==> config.mk <==
export PLATFORM = sky130hd
export DESIGN_NAME = dag_all_paths_enumerator
export DESIGN_NICKNAME = d
export VERILOG_FILES = /design/src/rtl/dape_pkg.sv /design/src/rtl/dag_all_paths_enumerator.sv /design/src/rtl/dape_ram.sv /design/src/rtl/dape_ctrl.sv /design/src/rtl/dape_dp.sv
export SDC_FILE = /design/constraint.sdc
export NUM_CORES = 2
export LEC_CHECK = 0
export ABC_CLOCK_PERIOD_IN_PS = 7700
export BUFFER_PORTS_ARGS = -buffer_cell sky130_fd_sc_hd__buf_4
export CAP_MARGIN = 25
export CORE_ASPECT_RATIO = 0.8
export CORE_MARGIN = 5
export CORE_UTILIZATION = 49
export DETAILED_ROUTE_END_ITERATION = 10
export PLACE_DENSITY = 0.61
export SLEW_MARGIN = 15
export SYNTH_ARGS = -nofsm -noshare
export SYNTH_HDL_FRONTEND = slang
export SYNTH_SLANG_ARGS = --single-unit
==> constraint.sdc <==
create_clock -name clk -period 7.7 [get_ports clk]
set_input_delay 0.77 -clock clk [delete_from_list [all_inputs] [get_ports clk]]
set_output_delay 0.77 -clock clk [all_outputs]
set_load 0.1 [all_outputs]
==> src/rtl/dape_pkg.sv <==
// ----------------------------------------------------------------------------
// dape_pkg: shared codes and types of the DAG path enumerator
// Request, result and search phase codes, controller commands, and the
// command and status bundles between controller and datapath.
// ----------------------------------------------------------------------------
`default_nettype none

package dape_pkg;

  // Request codes
  localparam logic [1:0] REQ_CLEAR  = 2'd0;
  localparam logic [1:0] REQ_ADD    = 2'd1;
  localparam logic [1:0] REQ_NEXT   = 2'd2;
  localparam logic [1:0] REQ_REWIND = 2'd3;

  // Result status codes
  localparam logic [2:0] ST_ACK       = 3'd0;
  localparam logic [2:0] ST_PATH_NODE = 3'd1;
  localparam logic [2:0] ST_NO_MORE   = 3'd2;
  localparam logic [2:0] ST_LIST_FULL = 3'd3;
  localparam logic [2:0] ST_BAD_NODE  = 3'd4;
  localparam logic [2:0] ST_TOO_LONG  = 3'd5;

  // Search phases
  localparam logic [1:0] PHASE_IDLE = 2'd0;
  localparam logic [1:0] PHASE_RUN  = 2'd1;
  localparam logic [1:0] PHASE_DONE = 2'd2;

  // Search stack geometry and counter limit
  localparam int          STACK_CAP = 16;
  localparam int          DEPTH_W   = 5;
  localparam int          SIDX_W    = 4;
  localparam logic [14:0] COUNT_MAX = 15'h7fff;

  // Controller commands
  localparam logic [3:0] CMD_NONE     = 4'd0;
  localparam logic [3:0] CMD_ACCEPT   = 4'd1;
  localparam logic [3:0] CMD_CLEAR    = 4'd2;
  localparam logic [3:0] CMD_ADD      = 4'd3;
  localparam logic [3:0] CMD_REWIND   = 4'd4;
  localparam logic [3:0] CMD_INIT     = 4'd5;
  localparam logic [3:0] CMD_DONE     = 4'd6;
  localparam logic [3:0] CMD_POP      = 4'd7;
  localparam logic [3:0] CMD_ADVANCE  = 4'd8;
  localparam logic [3:0] CMD_OVERFLOW = 4'd9;
  localparam logic [3:0] CMD_PUSH     = 4'd10;
  localparam logic [3:0] CMD_EMIT     = 4'd11;

  typedef struct packed {
    logic [3:0] op;
    logic       sel_edge;  // degree lookup on the latched edge source
    logic       sel_emit;  // stack read at the emit index
  } cmd_t;

  typedef struct packed {
    logic [1:0] req;
    logic [1:0] phase;
    logic       depth_zero;
    logic       cursor_end;
    logic       depth_full;
    logic       nb_target;
    logic       emit_last;
    logic       slot_free;
  } stat_t;

endpackage

`default_nettype wire

==> src/rtl/dag_all_paths_enumerator.sv <==
// ----------------------------------------------------------------------------
// dag_all_paths_enumerator: source-to-target path enumerator over a DAG
//
//   channel  dir  handshake                 payload
//   s_axis   in   s_axis_tvalid/tready      tuser req_type, tdata edge_from, edge_to
//   m_axis   out  m_axis_tvalid/tready      tuser status, tdata path_node,
//                                           path_number, tlast last
//   cfg      in   cfg_valid/cfg_ready       cfg_data node_count
//
// One request is in flight at a time. A request is accepted in S_IDLE and
// decoded in S_EXEC of the sequencer; a search step either pops in S_TOP or
// advances in S_TOP and pushes in S_PUSH (the neighbor table has a
// registered read port), and a found path is sent as one beat per node.
// Reset clears the degree counts and search state and sets the node count
// to 16 (or MAX_NODES if smaller); the neighbor table is not cleared.
// A stalled m_axis holds the sequencer only where it needs to place a beat.
// ----------------------------------------------------------------------------
`default_nettype none

module dag_all_paths_enumerator #(
  parameter int MAX_NODES  = 16,
  parameter int MAX_DEGREE = 16
) (
  input  wire logic        clk,
  input  wire logic        rst,
  // configuration write
  input  wire logic        cfg_valid,
  output logic             cfg_ready,
  input  wire logic [4:0]  cfg_data,       // node_count
  // request stream
  input  wire logic        s_axis_tvalid,
  output logic             s_axis_tready,
  input  wire logic [7:0]  s_axis_tdata,   // [3:0] edge_from, [7:4] edge_to
  input  wire logic [1:0]  s_axis_tuser,   // [1:0] req_type
  // result stream
  output logic             m_axis_tvalid,
  input  wire logic        m_axis_tready,
  output logic [23:0]      m_axis_tdata,   // [3:0] path_node, [18:4] path_number
  output logic [2:0]       m_axis_tuser,   // [2:0] status
  output logic             m_axis_tlast    // last
);

  dape_pkg::cmd_t  cmd;
  dape_pkg::stat_t stat;
  logic [3:0]      path_node;
  logic [14:0]     path_number;

  assign cfg_ready = 1'b1;

  dape_ctrl u_ctrl (
    .clk      (clk),
    .rst      (rst),
    .in_valid (s_axis_tvalid),
    .in_ready (s_axis_tready),
    .stat     (stat),
    .cmd      (cmd)
  );

  dape_dp #(
    .MAX_NODES  (MAX_NODES),
    .MAX_DEGREE (MAX_DEGREE)
  ) u_dp (
    .clk        (clk),
    .rst        (rst),
    .cfg_valid  (cfg_valid),
    .cfg_data   (cfg_data),
    .in_req     (s_axis_tuser),
    .in_from    (s_axis_tdata[3:0]),
    .in_to      (s_axis_tdata[7:4]),
    .cmd        (cmd),
    .stat       (stat),
    .out_ready  (m_axis_tready),
    .out_valid  (m_axis_tvalid),
    .out_status (m_axis_tuser),
    .out_node   (path_node),
    .out_last   (m_axis_tlast),
    .out_num    (path_number)
  );

  // Pack result fields, zero fill to whole bytes
  assign m_axis_tdata = {5'd0, path_number, path_node};

endmodule

`default_nettype wire

==> src/rtl/dape_ram.sv <==
// ----------------------------------------------------------------------------
// dape_ram: generic single-write, single-read RAM
// One write port and one read port with registered read data.
// ----------------------------------------------------------------------------
`default_nettype none

module dape_ram #(
  parameter int WIDTH = 4,
  parameter int DEPTH = 256,
  localparam int AW = (DEPTH > 1) ? $clog2(DEPTH) : 1
) (
  input  wire logic             clk,
  input  wire logic             wr_en,
  input  wire logic [AW-1:0]    wr_addr,
  input  wire logic [WIDTH-1:0] wr_data,
  input  wire logic [AW-1:0]    rd_addr,
  output logic      [WIDTH-1:0] rd_data
);

  logic [WIDTH-1:0] mem [DEPTH];

  // Write and registered read
  always_ff @(posedge clk) begin
    if (wr_en) begin
      mem[wr_addr] <= wr_data;
    end
    rd_data <= mem[rd_addr];
  end

endmodule

`default_nettype wire

==> src/rtl/dape_ctrl.sv <==
// ----------------------------------------------------------------------------
// dape_ctrl: request and search sequencer
// Accepts one request at a time and steps the depth-first search through
// the datapath: pop, advance and push, then one beat per path node.
// ----------------------------------------------------------------------------
`default_nettype none

module dape_ctrl (
  input  wire logic           clk,
  input  wire logic           rst,
  input  wire logic           in_valid,
  output logic                in_ready,
  input  wire dape_pkg::stat_t stat,
  output dape_pkg::cmd_t      cmd
);

  localparam logic [2:0] S_IDLE = 3'd0;
  localparam logic [2:0] S_EXEC = 3'd1;
  localparam logic [2:0] S_TOP  = 3'd2;
  localparam logic [2:0] S_PUSH = 3'd3;
  localparam logic [2:0] S_EMIT = 3'd4;

  logic [2:0] state;
  logic [2:0] state_next;

  assign in_ready = (state == S_IDLE);

  // Next state and command
  always_comb begin
    state_next   = state;
    cmd.op       = dape_pkg::CMD_NONE;
    cmd.sel_edge = 1'b0;
    cmd.sel_emit = 1'b0;
    case (state)
      S_IDLE: begin
        if (in_valid) begin
          cmd.op     = dape_pkg::CMD_ACCEPT;
          state_next = S_EXEC;
        end
      end
      S_EXEC: begin
        case (stat.req)
          dape_pkg::REQ_CLEAR: begin
            if (stat.slot_free) begin
              cmd.op     = dape_pkg::CMD_CLEAR;
              state_next = S_IDLE;
            end
          end
          dape_pkg::REQ_ADD: begin
            cmd.sel_edge = 1'b1;
            if (stat.slot_free) begin
              cmd.op     = dape_pkg::CMD_ADD;
              state_next = S_IDLE;
            end
          end
          dape_pkg::REQ_NEXT: begin
            if (stat.phase == dape_pkg::PHASE_DONE) begin
              if (stat.slot_free) begin
                cmd.op     = dape_pkg::CMD_DONE;
                state_next = S_IDLE;
              end
            end else if (stat.phase == dape_pkg::PHASE_IDLE) begin
              cmd.op     = dape_pkg::CMD_INIT;
              state_next = S_TOP;
            end else begin
              state_next = S_TOP;
            end
          end
          default: begin
            if (stat.slot_free) begin
              cmd.op     = dape_pkg::CMD_REWIND;
              state_next = S_IDLE;
            end
          end
        endcase
      end
      S_TOP: begin
        if (stat.depth_zero) begin
          if (stat.slot_free) begin
            cmd.op     = dape_pkg::CMD_DONE;
            state_next = S_IDLE;
          end
        end else if (stat.cursor_end) begin
          cmd.op = dape_pkg::CMD_POP;
        end else if (stat.depth_full) begin
          if (stat.slot_free) begin
            cmd.op     = dape_pkg::CMD_OVERFLOW;
            state_next = S_IDLE;
          end
        end else begin
          cmd.op     = dape_pkg::CMD_ADVANCE;
          state_next = S_PUSH;
        end
      end
      S_PUSH: begin
        cmd.op     = dape_pkg::CMD_PUSH;
        state_next = stat.nb_target ? S_EMIT : S_TOP;
      end
      S_EMIT: begin
        cmd.sel_emit = 1'b1;
        if (stat.slot_free) begin
          cmd.op = dape_pkg::CMD_EMIT;
          if (stat.emit_last) begin
            state_next = S_IDLE;
          end
        end
      end
      default: begin
        state_next = S_IDLE;
      end
    endcase
  end

  // State register
  always_ff @(posedge clk) begin
    if (rst) begin
      state <= S_IDLE;
    end else begin
      state <= state_next;
    end
  end

  // A push always follows the advance that fetched its neighbor
  a_push_after_top: assert property (@(posedge clk) disable iff (rst)
    state == S_PUSH |-> $past(state) == S_TOP)
    else $error("push state entered without a preceding advance");

endmodule

`default_nettype wire

==> src/rtl/dape_dp.sv <==
// ----------------------------------------------------------------------------
// dape_dp: graph storage, search stack and result register
// Holds the neighbor lists, degree counts, node stack with cursors, search
// phase and path counter, and the output register for result beats.
// ----------------------------------------------------------------------------
`default_nettype none

module dape_dp #(
  parameter int MAX_NODES  = 16,
  parameter int MAX_DEGREE = 16
) (
  input  wire logic           clk,
  input  wire logic           rst,
  input  wire logic           cfg_valid,
  input  wire logic [4:0]     cfg_data,
  input  wire logic [1:0]     in_req,
  input  wire logic [3:0]     in_from,
  input  wire logic [3:0]     in_to,
  input  wire dape_pkg::cmd_t cmd,
  output dape_pkg::stat_t     stat,
  input  wire logic           out_ready,
  output logic                out_valid,
  output logic [2:0]          out_status,
  output logic [3:0]          out_node,
  output logic                out_last,
  output logic [14:0]         out_num
);

  localparam int NODE_W    = $clog2(MAX_NODES);
  localparam int NC_W      = $clog2(MAX_NODES + 1);
  localparam int CNT_W     = $clog2(MAX_DEGREE + 1);
  localparam int TBL_DEPTH = MAX_NODES * MAX_DEGREE;
  localparam int ADDR_W    = (TBL_DEPTH > 1) ? $clog2(TBL_DEPTH) : 1;
  localparam int NC_RESET  = (MAX_NODES < 16) ? MAX_NODES : 16;

  // Configuration and latched request
  logic [NC_W-1:0] node_count;
  logic [NC_W-1:0] cfg_nc;
  logic [1:0]      req;
  logic [3:0]      req_from;
  logic [3:0]      req_to;

  // Graph degrees and search state
  logic [CNT_W-1:0]             degree [MAX_NODES];
  logic [3:0]                   path_stack [dape_pkg::STACK_CAP];
  logic [CNT_W-1:0]             cursor_stack [dape_pkg::STACK_CAP];
  logic [dape_pkg::DEPTH_W-1:0] depth;
  logic [1:0]                   phase;
  logic [14:0]                  paths;
  logic [dape_pkg::SIDX_W-1:0]  emit_idx;

  // Lookups
  logic [dape_pkg::SIDX_W-1:0] top_idx;
  logic [dape_pkg::SIDX_W-1:0] rd_idx;
  logic [3:0]                  top_node;
  logic [CNT_W-1:0]            cur_c;
  logic [3:0]                  deg_node;
  logic [CNT_W-1:0]            deg_val;
  logic                        add_bad;
  logic                        add_full;
  logic                        add_ok;
  logic                        emit_last;

  // Neighbor table ports
  logic              tbl_wr_en;
  logic [ADDR_W-1:0] tbl_wr_addr;
  logic [ADDR_W-1:0] tbl_rd_addr;
  logic [3:0]        nb;

  // Result load
  logic        out_load;
  logic [2:0]  ld_status;
  logic [3:0]  ld_node;
  logic        ld_last;
  logic [14:0] ld_num;

  // Saturate a written node count into the supported range
  always_comb begin
    if (int'(cfg_data) < 2) begin
      cfg_nc = NC_W'(2);
    end else if (int'(cfg_data) > MAX_NODES) begin
      cfg_nc = NC_W'(MAX_NODES);
    end else begin
      cfg_nc = NC_W'(cfg_data);
    end
  end

  // Stack top, emit read and degree lookup
  assign top_idx  = dape_pkg::SIDX_W'(depth - dape_pkg::DEPTH_W'(1));
  assign rd_idx   = cmd.sel_emit ? emit_idx : top_idx;
  assign top_node = path_stack[rd_idx];
  assign cur_c    = cursor_stack[top_idx];
  assign deg_node = cmd.sel_edge ? req_from : top_node;
  assign deg_val  = (int'(deg_node) < MAX_NODES) ? degree[NODE_W'(deg_node)] : '0;

  // Edge checks
  assign add_bad  = (int'(req_from) >= int'(node_count)) ||
                    (int'(req_to) >= int'(node_count));
  assign add_full = (deg_val >= CNT_W'(MAX_DEGREE));
  assign add_ok   = !add_bad && !add_full;

  assign emit_last = ({1'b0, emit_idx} + dape_pkg::DEPTH_W'(1)) == depth;

  // Neighbor table addressing: row per node, slot per cursor
  assign tbl_wr_en   = (cmd.op == dape_pkg::CMD_ADD) && add_ok;
  assign tbl_wr_addr = ADDR_W'(req_from) * ADDR_W'(MAX_DEGREE) + ADDR_W'(deg_val);
  assign tbl_rd_addr = ADDR_W'(top_node) * ADDR_W'(MAX_DEGREE) + ADDR_W'(cur_c);

  dape_ram #(
    .WIDTH (4),
    .DEPTH (TBL_DEPTH)
  ) u_tbl (
    .clk     (clk),
    .wr_en   (tbl_wr_en),
    .wr_addr (tbl_wr_addr),
    .wr_data (req_to),
    .rd_addr (tbl_rd_addr),
    .rd_data (nb)
  );

  // Status toward the controller
  assign stat.req        = req;
  assign stat.phase      = phase;
  assign stat.depth_zero = (depth == '0);
  assign stat.cursor_end = (cur_c >= deg_val);
  assign stat.depth_full = (int'(depth) >= dape_pkg::STACK_CAP);
  assign stat.nb_target  = (int'(nb) == int'(node_count) - 1);
  assign stat.emit_last  = emit_last;
  assign stat.slot_free  = !out_valid || out_ready;

  // Select the result beat for this command
  always_comb begin
    out_load  = 1'b1;
    ld_status = dape_pkg::ST_ACK;
    ld_node   = 4'd0;
    ld_last   = 1'b1;
    ld_num    = 15'd0;
    case (cmd.op)
      dape_pkg::CMD_CLEAR, dape_pkg::CMD_REWIND: begin
        ld_status = dape_pkg::ST_ACK;
      end
      dape_pkg::CMD_ADD: begin
        if (add_bad) begin
          ld_status = dape_pkg::ST_BAD_NODE;
        end else if (add_full) begin
          ld_status = dape_pkg::ST_LIST_FULL;
        end else begin
          ld_status = dape_pkg::ST_ACK;
        end
      end
      dape_pkg::CMD_DONE: begin
        ld_status = dape_pkg::ST_NO_MORE;
        ld_num    = paths;
      end
      dape_pkg::CMD_OVERFLOW: begin
        ld_status = dape_pkg::ST_TOO_LONG;
        ld_num    = paths;
      end
      dape_pkg::CMD_EMIT: begin
        ld_status = dape_pkg::ST_PATH_NODE;
        ld_node   = top_node;
        ld_last   = emit_last;
        ld_num    = paths;
      end
      default: begin
        out_load = 1'b0;
      end
    endcase
  end

  // Control state: configuration, degrees, depth, phase, count, beat valid
  always_ff @(posedge clk) begin
    if (rst) begin
      node_count <= NC_W'(NC_RESET);
      for (int n = 0; n < MAX_NODES; n++) begin
        degree[n] <= '0;
      end
      depth     <= '0;
      phase     <= dape_pkg::PHASE_IDLE;
      paths     <= '0;
      out_valid <= 1'b0;
    end else begin
      if (out_load) begin
        out_valid <= 1'b1;
      end else if (out_ready) begin
        out_valid <= 1'b0;
      end
      if (cfg_valid) begin
        node_count <= cfg_nc;
        depth      <= '0;
        phase      <= dape_pkg::PHASE_IDLE;
        paths      <= '0;
      end else begin
        case (cmd.op)
          dape_pkg::CMD_CLEAR: begin
            for (int n = 0; n < MAX_NODES; n++) begin
              degree[n] <= '0;
            end
            depth <= '0;
            phase <= dape_pkg::PHASE_IDLE;
            paths <= '0;
          end
          dape_pkg::CMD_REWIND: begin
            depth <= '0;
            phase <= dape_pkg::PHASE_IDLE;
            paths <= '0;
          end
          dape_pkg::CMD_ADD: begin
            if (add_ok) begin
              degree[NODE_W'(req_from)] <= deg_val + CNT_W'(1);
            end
          end
          dape_pkg::CMD_INIT: begin
            depth <= dape_pkg::DEPTH_W'(1);
            phase <= dape_pkg::PHASE_RUN;
          end
          dape_pkg::CMD_DONE, dape_pkg::CMD_OVERFLOW: begin
            depth <= '0;
            phase <= dape_pkg::PHASE_DONE;
          end
          dape_pkg::CMD_POP: begin
            depth <= depth - dape_pkg::DEPTH_W'(1);
          end
          dape_pkg::CMD_PUSH: begin
            depth <= depth + dape_pkg::DEPTH_W'(1);
          end
          dape_pkg::CMD_EMIT: begin
            if (emit_last) begin
              depth <= depth - dape_pkg::DEPTH_W'(1);
              if (paths != dape_pkg::COUNT_MAX) begin
                paths <= paths + 15'd1;
              end
            end
          end
          default: ;
        endcase
      end
    end
  end

  // Payload: latched request, stack entries, emit index, result fields
  always_ff @(posedge clk) begin
    if (cmd.op == dape_pkg::CMD_ACCEPT) begin
      req      <= in_req;
      req_from <= in_from;
      req_to   <= in_to;
    end
    if (cmd.op == dape_pkg::CMD_INIT) begin
      path_stack[0]   <= 4'd0;
      cursor_stack[0] <= '0;
    end
    if (cmd.op == dape_pkg::CMD_ADVANCE) begin
      cursor_stack[top_idx] <= cur_c + CNT_W'(1);
    end
    if (cmd.op == dape_pkg::CMD_PUSH) begin
      path_stack[dape_pkg::SIDX_W'(depth)]   <= nb;
      cursor_stack[dape_pkg::SIDX_W'(depth)] <= '0;
      emit_idx                               <= '0;
    end
    if (cmd.op == dape_pkg::CMD_EMIT) begin
      emit_idx <= emit_idx + dape_pkg::SIDX_W'(1);
    end
    if (out_load) begin
      out_status <= ld_status;
      out_node   <= ld_node;
      out_last   <= ld_last;
      out_num    <= ld_num;
    end
  end

  a_depth_cap: assert property (@(posedge clk) disable iff (rst)
    int'(depth) <= dape_pkg::STACK_CAP)
    else $error("search stack depth beyond capacity");

  a_done_empty: assert property (@(posedge clk) disable iff (rst)
    phase == dape_pkg::PHASE_DONE |-> depth == '0)
    else $error("exhausted search left entries on the stack");

  a_load_free: assert property (@(posedge clk) disable iff (rst)
    out_load |-> (!out_valid || out_ready))
    else $error("result beat overwritten before it was taken");

endmodule

`default_nettype wire

Yosys cells after proc, flatten, opt, wreduce, memory -nomap -nowiden --
Memory sizes are Yosys's and may differ from the RTL's. A register that Yosys moved wholly into a read port is not among the register bits. Cells that the tools add are included.
Word-level totals: input port bits 20, memories 4, register bits after elaboration 68, bits in writable memories 1248, word-level logic and storage cells 200, output and inout port bits 31
Operators by class: multiplexer cells 93, equal/unequal tests 27, $add $sub $neg 10, reductions and logical operators 29, $lt $le $gt $ge 7, bitwise logic cells 16
Memories:
- u_dp.u_tbl.mem | depth 256, bits a word 4, rd ports 1, clocked after Yosys merged registers in 1, write ports 1, RTL line dape_ram.sv:20 | logic [WIDTH-1:0] mem [DEPTH];
- u_dp.cursor_stack | depth 16, bits a word 5, rd ports 1, clocked after Yosys merged registers in 0, write ports 1, RTL line dape_dp.sv:46 | logic [CNT_W-1:0] cursor_stack [dape_pkg::STACK_CAP];
- u_dp.degree | depth 16, bits a word 5, rd ports 1, clocked after Yosys merged registers in 0, write ports 16, RTL line dape_dp.sv:44 | logic [CNT_W-1:0] degree [MAX_NODES];
- u_dp.path_stack | depth 16, bits a word 4, rd ports 1, clocked after Yosys merged registers in 0, write ports 1, RTL line dape_dp.sv:45 | logic [3:0] path_stack [dape_pkg::STACK_CAP];
Operator list (number):
- two-way mux 5 bit | 22
- two-way mux 4 bit | 15
- two-way mux 3 bit | 14
- equality test 5 x 32 -> 1 bit | 1
- two-way mux 1 bit | 30
- two-way mux 15 bit | 2
- case mux 15 bit (2 select lines) | 1
- case mux 5 bit (5 select lines) | 1
- case mux 4 bit (5 select lines) | 1
- adder 8 x 5 -> 8 bit | 2
- equality test 4 x 3 -> 1 bit (second input constant) | 4
- equality test 4 bit (second input constant) | 4
- bitwise OR 1 bit | 16
- adder 15 x 1 -> 15 bit (second input constant) | 1
- adder 5 x 1 -> 5 bit (second input constant) | 3
- inequality test 15 bit (second input constant) | 1
- case mux 3 bit (5 select lines) | 1
- OR reduction 5 bit | 3
- case mux 3 bit (4 select lines) | 1
- case mux 4 bit (3 select lines) | 1
- >= comparator 4 x 5 -> 1 bit | 2
- >= comparator 5 bit (second input constant) | 2
- equality test 4 x 2 -> 1 bit (second input constant) | 2
- OR reduction 4 bit | 2
- 34 further kinds | 50

Longest topological paths before layout --
An unclocked memory read counts as a cell.
depth after elaboration 17, depth in mapped cells 32, mapped depth without buffers 24

Hierarchy --
From an unflattened synthesis, not the netlist that was laid out.
Unflattened totals: cells, all modules 3275, area, all modules 55339.3 um^2
By module, submodules not included:
- dape_ram | instances 1, area each 40675.3 um^2, cells each 2051
- dape_dp | instances 1, area each 14182.4 um^2, cells each 1156
- dape_ctrl | instances 1, area each 429.2 um^2, cells each 60
- dag_all_paths_enumerator | instances 1, area each 52.6 um^2, cells each 8

Least setup slack after synthesis --
OpenSTA, ideal clock, no wires.
kind register to register, start register u_dp.depth[0] (netlist bit), end register u_dp.depth[2] (netlist bit), period minus slack after synthesis 6.810 ns, path buffers 6, cell stages (with the launch flop) 31, path slack 0.890 ns, data required time 7.581 ns, arrival time 6.691 ns, cell sequence dfxtp_1 > buf_6 > buf_4 > buf_2 > inv_2 > ha_1 > clkbuf_1 > xnor2_2 > a21oi_1 > o211ai_1 > nand3_1 > a22oi_1 > nand2_1 > buf_4 > mux2i_1 > a31o_2 > o22ai_2 > clkbuf_1 > ha_1 > nand2b_1 > a21o_1 > a21o_1 > a21oi_1 > o21ai_0 > o2bb2ai_1 > o21ba_2 > o21ai_1 > and3_1 > a21o_1 > nor2_1 > o221a_2
Between the ends: longest elaborated chain between the ends 13, elaborated cells between the ends (all ways) 29, those cells by class add/sub: 2; order compare: 2; eq/ne: 10; mux: 8; reduce/logical: 4; memory: 3
Ends and longest elaborated chain:
- from (decl) | RTL line dape_dp.sv:47 | logic [dape_pkg::DEPTH_W-1:0] depth;
- from (signal assigned) | RTL line dape_dp.sv:214 | depth <= dape_pkg::DEPTH_W'(1);
- from (signal assigned) | RTL line dape_dp.sv:222 | depth <= depth - dape_pkg::DEPTH_W'(1);
- from (signal assigned) | RTL line dape_dp.sv:225 | depth <= depth + dape_pkg::DEPTH_W'(1);
- subtractor 5 x 1 -> 5 bit | RTL line dape_dp.sv:89 | assign top_idx = dape_pkg::SIDX_W'(depth - dape_pkg::DEPTH_W'(1));
- two-way mux 4 bit | RTL line dape_dp.sv:90 | assign rd_idx = cmd.sel_emit ? emit_idx : top_idx;
- memory read (16 x 4 bit)
- two-way mux 4 bit | RTL line dape_dp.sv:93 | assign deg_node = cmd.sel_edge ? req_from : top_node;
- memory read (16 x 5 bit)
- >= comparator 5 bit | RTL line dape_dp.sv:125 | assign stat.cursor_end = (cur_c >= deg_val);
- two-way mux 4 bit | RTL line dape_ctrl.sv:83 | end else if (stat.cursor_end) begin
- two-way mux 4 bit | RTL line dape_ctrl.sv:78 | if (stat.depth_zero) begin
- case mux 4 bit (5 select lines) | RTL line dape_ctrl.sv:34 | case (state)
- equality test 4 x 3 -> 1 bit (tied with other cells) | RTL line dape_dp.sv:194 | case (cmd.op)
- OR reduction 4 bit (no line)
- nonzero test 5 bit (no line)
- AND reduction 2 bit (no line)
Parallel ways exist; a longest one is shown, timed or not. The select of a mux whose other input is x is not followed. A chain may end at the register's enable or synchronous reset.

Worst setup path in the final report --
start register u_dp.depth[1] (netlist bit), end memory u_dp.cursor_stack[4][3] (netlist bit), enable pin
Between the ends: longest elaborated chain between the ends 15, elaborated cells between the ends (all ways) 28, those cells by class add/sub: 1; order compare: 2; eq/ne: 3; mux: 16; reduce/logical: 3; memory: 3
Ends and longest elaborated chain:
- subtractor 5 x 1 -> 5 bit | RTL line dape_dp.sv:89
- two-way mux 4 bit | RTL line dape_dp.sv:90
- memory read (16 x 4 bit)
- two-way mux 4 bit | RTL line dape_dp.sv:93
- memory read (16 x 5 bit)
- >= comparator 5 bit | RTL line dape_dp.sv:125
- two-way mux 4 bit | RTL line dape_ctrl.sv:83
- two-way mux 4 bit | RTL line dape_ctrl.sv:78
- case mux 4 bit (5 select lines) | RTL line dape_ctrl.sv:34
- equality test 4 bit | RTL line dape_dp.sv:252 | if (cmd.op == dape_pkg::CMD_ADVANCE) begin
- two-way mux 1 bit | RTL line dape_dp.sv:252
- two-way mux 1 bit (implied by the code) | RTL line dape_dp.sv:253 | cursor_stack[top_idx] <= cur_c + CNT_W'(1);
- OR reduction 5 bit (no line)
- two-way mux 4 bit (no line) or two-way mux 1 bit (tied branches) (2 in a row)
- to (decl) | RTL line dape_dp.sv:46
Parallel ways exist; a longest one is shown, timed or not.

==> summary.md <==
Effective utilization at floorplan: 0.493. The stage delay of the slowest cell on the critical path is 0.78 ns. The share of the core filled with cells was 0.549; the maximum clock path buffer count was 3. For the worst-skew pair, the clock arrives at the later sink with an insertion delay of 0.76 ns. The sequential fraction of design power is 0.440, and the count of antenna-violating nets left after detailed routing is 0. Internal power comes to 0.0127 W. The element type at the critical path start is a register. The area fraction of the dominant cell type after synthesis works out to 0.697. After global routing the overflow that remains totals 0. For the number of hold violations in the final report, the log shows 0. The tools report the clock power share as 0.337. The fraction of power spent switching nets is 0.314, and the all-layer global routing usage is 0.247.

The H-tree generated during clock tree synthesis spans 4 levels. TritonCTS created 131 clock buffers. The library cell used most frequently in the layout, excluding fill and tap cells, is sky130_fd_sc_hd__edfxtp_1. The Yosys step of the flow raised 0 warnings.

The multi-input combinational cells in the finished layout cover a total of 14,900 um2. Area of the placeable core: 112,000 um2. Detailed routing placed a total of 15,600 um of wire on met3. In this run the static leakage power is 19.2 nW.

The number of vias per cell after detailed routing was 6.29. Setup repair after global routing left no endpoint under its margin. Counting the fill cells in the layout gives 8,812. Max-cap violations in this run came to 0. The unique cell type count in the Yosys netlist was 94; the reported net switching power was 0.00583 W.

The chip height is 311 um, and the total inserted antenna cells is 0. The largest individual stage delay along the critical path comes from the cell sky130_fd_sc_hd__or4_1. STA puts the critical path data arrival time at 7.70 ns. Averaged over all synthesized cells, the footprint is 16.5 um2. Total number of nets in the final design: 3,477.

During I/O placement, the number of pins put on the boundary was 51. Class of the most critical hold timing path: input pin to register. The run gives 213 uV as the largest voltage drop on the vdd net.

The tree is rooted in a sky130_fd_sc_hd__clkbuf_16. Data on the critical path is required at its endpoint by 8.11 ns. After clock tree synthesis, the clock-pin slew on the worst setup and hold paths is 0.07 ns. For the maximum operating frequency, the log shows 0.137 GHz. The instance count of the mapped netlist is 3,358, and the post-layout minimum cycle time is 7.29 ns. The congestion estimate from routability-driven global placement came to 0.910.

The power density over the cells was 301 nW/um2. The length of the first detailed-routing pass in iterations was 6; the area of the die was 120,000 um2. By area the synthesized netlist is led by sky130_fd_sc_hd__edfxtp_1 70%, sky130_fd_sc_hd__mux4_2 10%, sky130_fd_sc_hd__nor2_1 3.2%, sky130_fd_sc_hd__mux2i_1 2.5%, sky130_fd_sc_hd__nand2_1 1.5%. Registers take 39,300 um2. Along the worst path, the maximum fanout reaches 21.

Summed over all nets, wire length on met2 after detailed routing comes to 65,700 um. STA classifies the critical path endpoint as a register. For the number of max-slew violations in the final report, the log shows 0. For this block, the routed nets add up to 148,000 um of wire.

Signal routing reaches up to met4. The logs give 0 for the number of antenna violations at the first check in global routing and 63,400 um for the routed length on met1. Entering global routing, the biggest net connects 238 pins. From synthesis to final layout, the design area changed by 11.3%. The cell total after placement is 4,803, and the per-cell routed wire length is 29.3 um. After legalization and detailed placement, the total HPWL measured 92,100 um. The finished layout holds 5,039 standard cells, fillers aside.

Among the stages of the critical path, the cell type that occurs most often is sky130_fd_sc_hd__o21ai_0. In the routed design, unresolved DRC markers number 0. The detailed router finished its first iteration with 4,033 violations. Hold is met by 0.199 ns. Number of setup violations in the final report: 0.

Via count of the first global-routing pass: 31,200. The number of buffer cells added on primary ports was 44; the total via count after detailed routing was 31,700. The number of flops mapped to enable cells by yosys was 1,285; the post-synth design cell area was 55,300 um2.

The chip width was 386 um; the wire length of the first global-routing pass was 217,000 um. The async set-or-reset flop fraction in the synthesized netlist came out at 0. Library cell with the largest summed area after synthesis: sky130_fd_sc_hd__edfxtp_1.

Final worst clock skew: 0.0275 ns. The number of buffers inserted for hold repair after clock tree synthesis came out at 0. The share of the cycle needed by the critical path after routing was 0.946.

Prevailing post-synth register cell: sky130_fd_sc_hd__edfxtp_1. The worst slew margin relative to its limit came out at 0.232. TritonCTS built the clock tree. Proportion of power drawn by combinational gates: 0.223. The share of final-layout standard cells stronger than drive strength 1 is 0.188. In the layout the commonest cells are 1,285 x sky130_fd_sc_hd__edfxtp_1, 472 x sky130_fd_sc_hd__nor2_1, 257 x sky130_fd_sc_hd__mux4_2.

The type of the setup path with the least slack was register to register. The sequential cell area fraction in the yosys report is 0.710. The synthesized design contains 1,320 register bits.

The transition at the pin with the smallest max-transition slack works out to 1.14 ns. The run gives 110 as the number of rows in the core area. Clock tree synthesis found a total of 1,320 sinks.

Once the clock tree was built, the setup fixing pass inserted 0 buffers. The flow ran to the end, and the final reports show no timing, DRC or antenna violations.
## stage by stage
step	TNS, ns	total power (W)	instance area, um2	setup WS (ns)
CTS	0	0.0186	61500	0.0773
detailed placement	-0.420	0.0124	57300	-0.0492
global route	0	0.0191	61600	0.0358
finish	0	0.0186	61600	0.412
global placement	0	0.0123	57300	0.246
floorplan	0	0.0107	55400	0.890
## power by group through the flow
stage | clock network (W) | registers (W) | logic [W]
floorplan | 0 | 0.00862 | 0.00207
global placement | 0 | 0.00832 | 0.00396
detailed placement | 0 | 0.00832 | 0.00403
CTS | 0.00636 | 0.00817 | 0.00404
global route | 0.00667 | 0.00817 | 0.00430
finish | 0.00626 | 0.00817 | 0.00414
## area by class of cell
cell class                 count  area share
sequential                  1320       0.638
tap                         1512      0.0307
clock inverter                67      0.0102
inverter                      39     0.00282
timing repair buffer         139      0.0189
multi-input combinational   1798       0.242
clock buffer                 164      0.0573
## metal layers
metal	vias up	global-route usage
li1	13300	-
met1	16400	0.381
met2	1748	0.358
met3	218	0.0576
met4	0	0.0608
met5	-	0
## cells in the mapped netlist (7+ instances only)
| cell type | instances |
|---|---|
| sky130_fd_sc_hd__edfxtp_1 | 1285 |
| sky130_fd_sc_hd__nor2_1 | 479 |
| sky130_fd_sc_hd__mux4_2 | 258 |
| sky130_fd_sc_hd__nand2_1 | 215 |
| sky130_fd_sc_hd__mux2i_1 | 137 |
| sky130_fd_sc_hd__nand3_1 | 89 |
| sky130_fd_sc_hd__buf_2 | 74 |
| sky130_fd_sc_hd__clkbuf_1 | 71 |
| sky130_fd_sc_hd__a21oi_1 | 64 |
| sky130_fd_sc_hd__o21ai_0 | 45 |
| sky130_fd_sc_hd__buf_4 | 40 |
| sky130_fd_sc_hd__inv_1 | 36 |
| sky130_fd_sc_hd__dfxtp_1 | 35 |
| sky130_fd_sc_hd__a31oi_1 | 31 |
| sky130_fd_sc_hd__and3_1 | 28 |
| sky130_fd_sc_hd__ha_1 | 28 |
| sky130_fd_sc_hd__and2_1 | 26 |
| sky130_fd_sc_hd__a22oi_1 | 24 |
| sky130_fd_sc_hd__nor3_1 | 23 |
| sky130_fd_sc_hd__mux2_2 | 22 |
| sky130_fd_sc_hd__nor2b_1 | 19 |
| sky130_fd_sc_hd__o221ai_1 | 19 |
| sky130_fd_sc_hd__xnor2_1 | 19 |
| sky130_fd_sc_hd__o22ai_1 | 18 |
| sky130_fd_sc_hd__nand4_1 | 17 |
| sky130_fd_sc_hd__a211oi_1 | 16 |
| sky130_fd_sc_hd__o211ai_1 | 16 |
| sky130_fd_sc_hd__buf_1 | 14 |
| sky130_fd_sc_hd__nand2b_1 | 14 |
| sky130_fd_sc_hd__xor2_1 | 11 |
| sky130_fd_sc_hd__a2111oi_0 | 10 |
| sky130_fd_sc_hd__nand2_2 | 10 |
| sky130_fd_sc_hd__a21o_1 | 8 |
| sky130_fd_sc_hd__a22o_1 | 7 |
| sky130_fd_sc_hd__buf_6 | 7 |
## worst max-delay path, delay by kind of cell, from the launching register on
| family | cells | cell delay, ns |
|---|---|---|
| compound gates | 12 | 2.76 |
| xor+xnor | 1 | 0.22 |
| fa+ha+maj | 2 | 0.67 |
| buf+inv | 2 | 0.39 |
| flops | 1 | 0.60 |
| simple gates | 8 | 2.30 |
## flip-flops by register name (all words and copies together), names as in the netlist, 4 cells and up
name	cells
u_dp.u_tbl.mem	1024
u_dp.cursor_stack	80
u_dp.degree	80
u_dp.path_stack	64
u_dp.out_num	15
u_dp.paths	15
u_dp.depth	5
u_dp.node_count	5
u_dp.emit_idx	4
u_dp.out_node	4
u_dp.req_from	4
u_dp.req_to	4
u_dp.u_tbl.rd_data	4
## worst paths after layout
kind / from / end / slack (ns) / cells after the start
setup reg to reg: u_dp.depth[1] / u_dp.cursor_stack[4][3] / 0.41 / 25
hold / removal: s_axis_tdata[6] / u_dp.req_to[2] / 0.20 / 1
setup / recovery: u_dp.depth[1] / u_dp.cursor_stack[4][3] / 0.41 / 25
hold reg to reg: u_dp.phase[0] / u_dp.phase[0] / 0.48 / 2
## kinds of logic after synthesis
| kind of cell | count (synthesis) | share of synthesized area |
|---|---|---|
| compound gates | 339 | 0.0431 |
| xor+xnor | 32 | 0.00533 |
| mux | 417 | 0.134 |
| simple gates | 975 | 0.0791 |
| fa+ha+maj | 28 | 0.00633 |
| buf+inv | 245 | 0.0220 |
| other cells | 2 | 0.000136 |
| flops | 1320 | 0.710 |
## repair_timing
item,in CTS,in global routing
gates cloned,0,1
setup endpoints to repair,50,98
gates resized for setup,1,15
pin swaps,0,1
No activity file was read; power rests on OpenSTA's default activity.
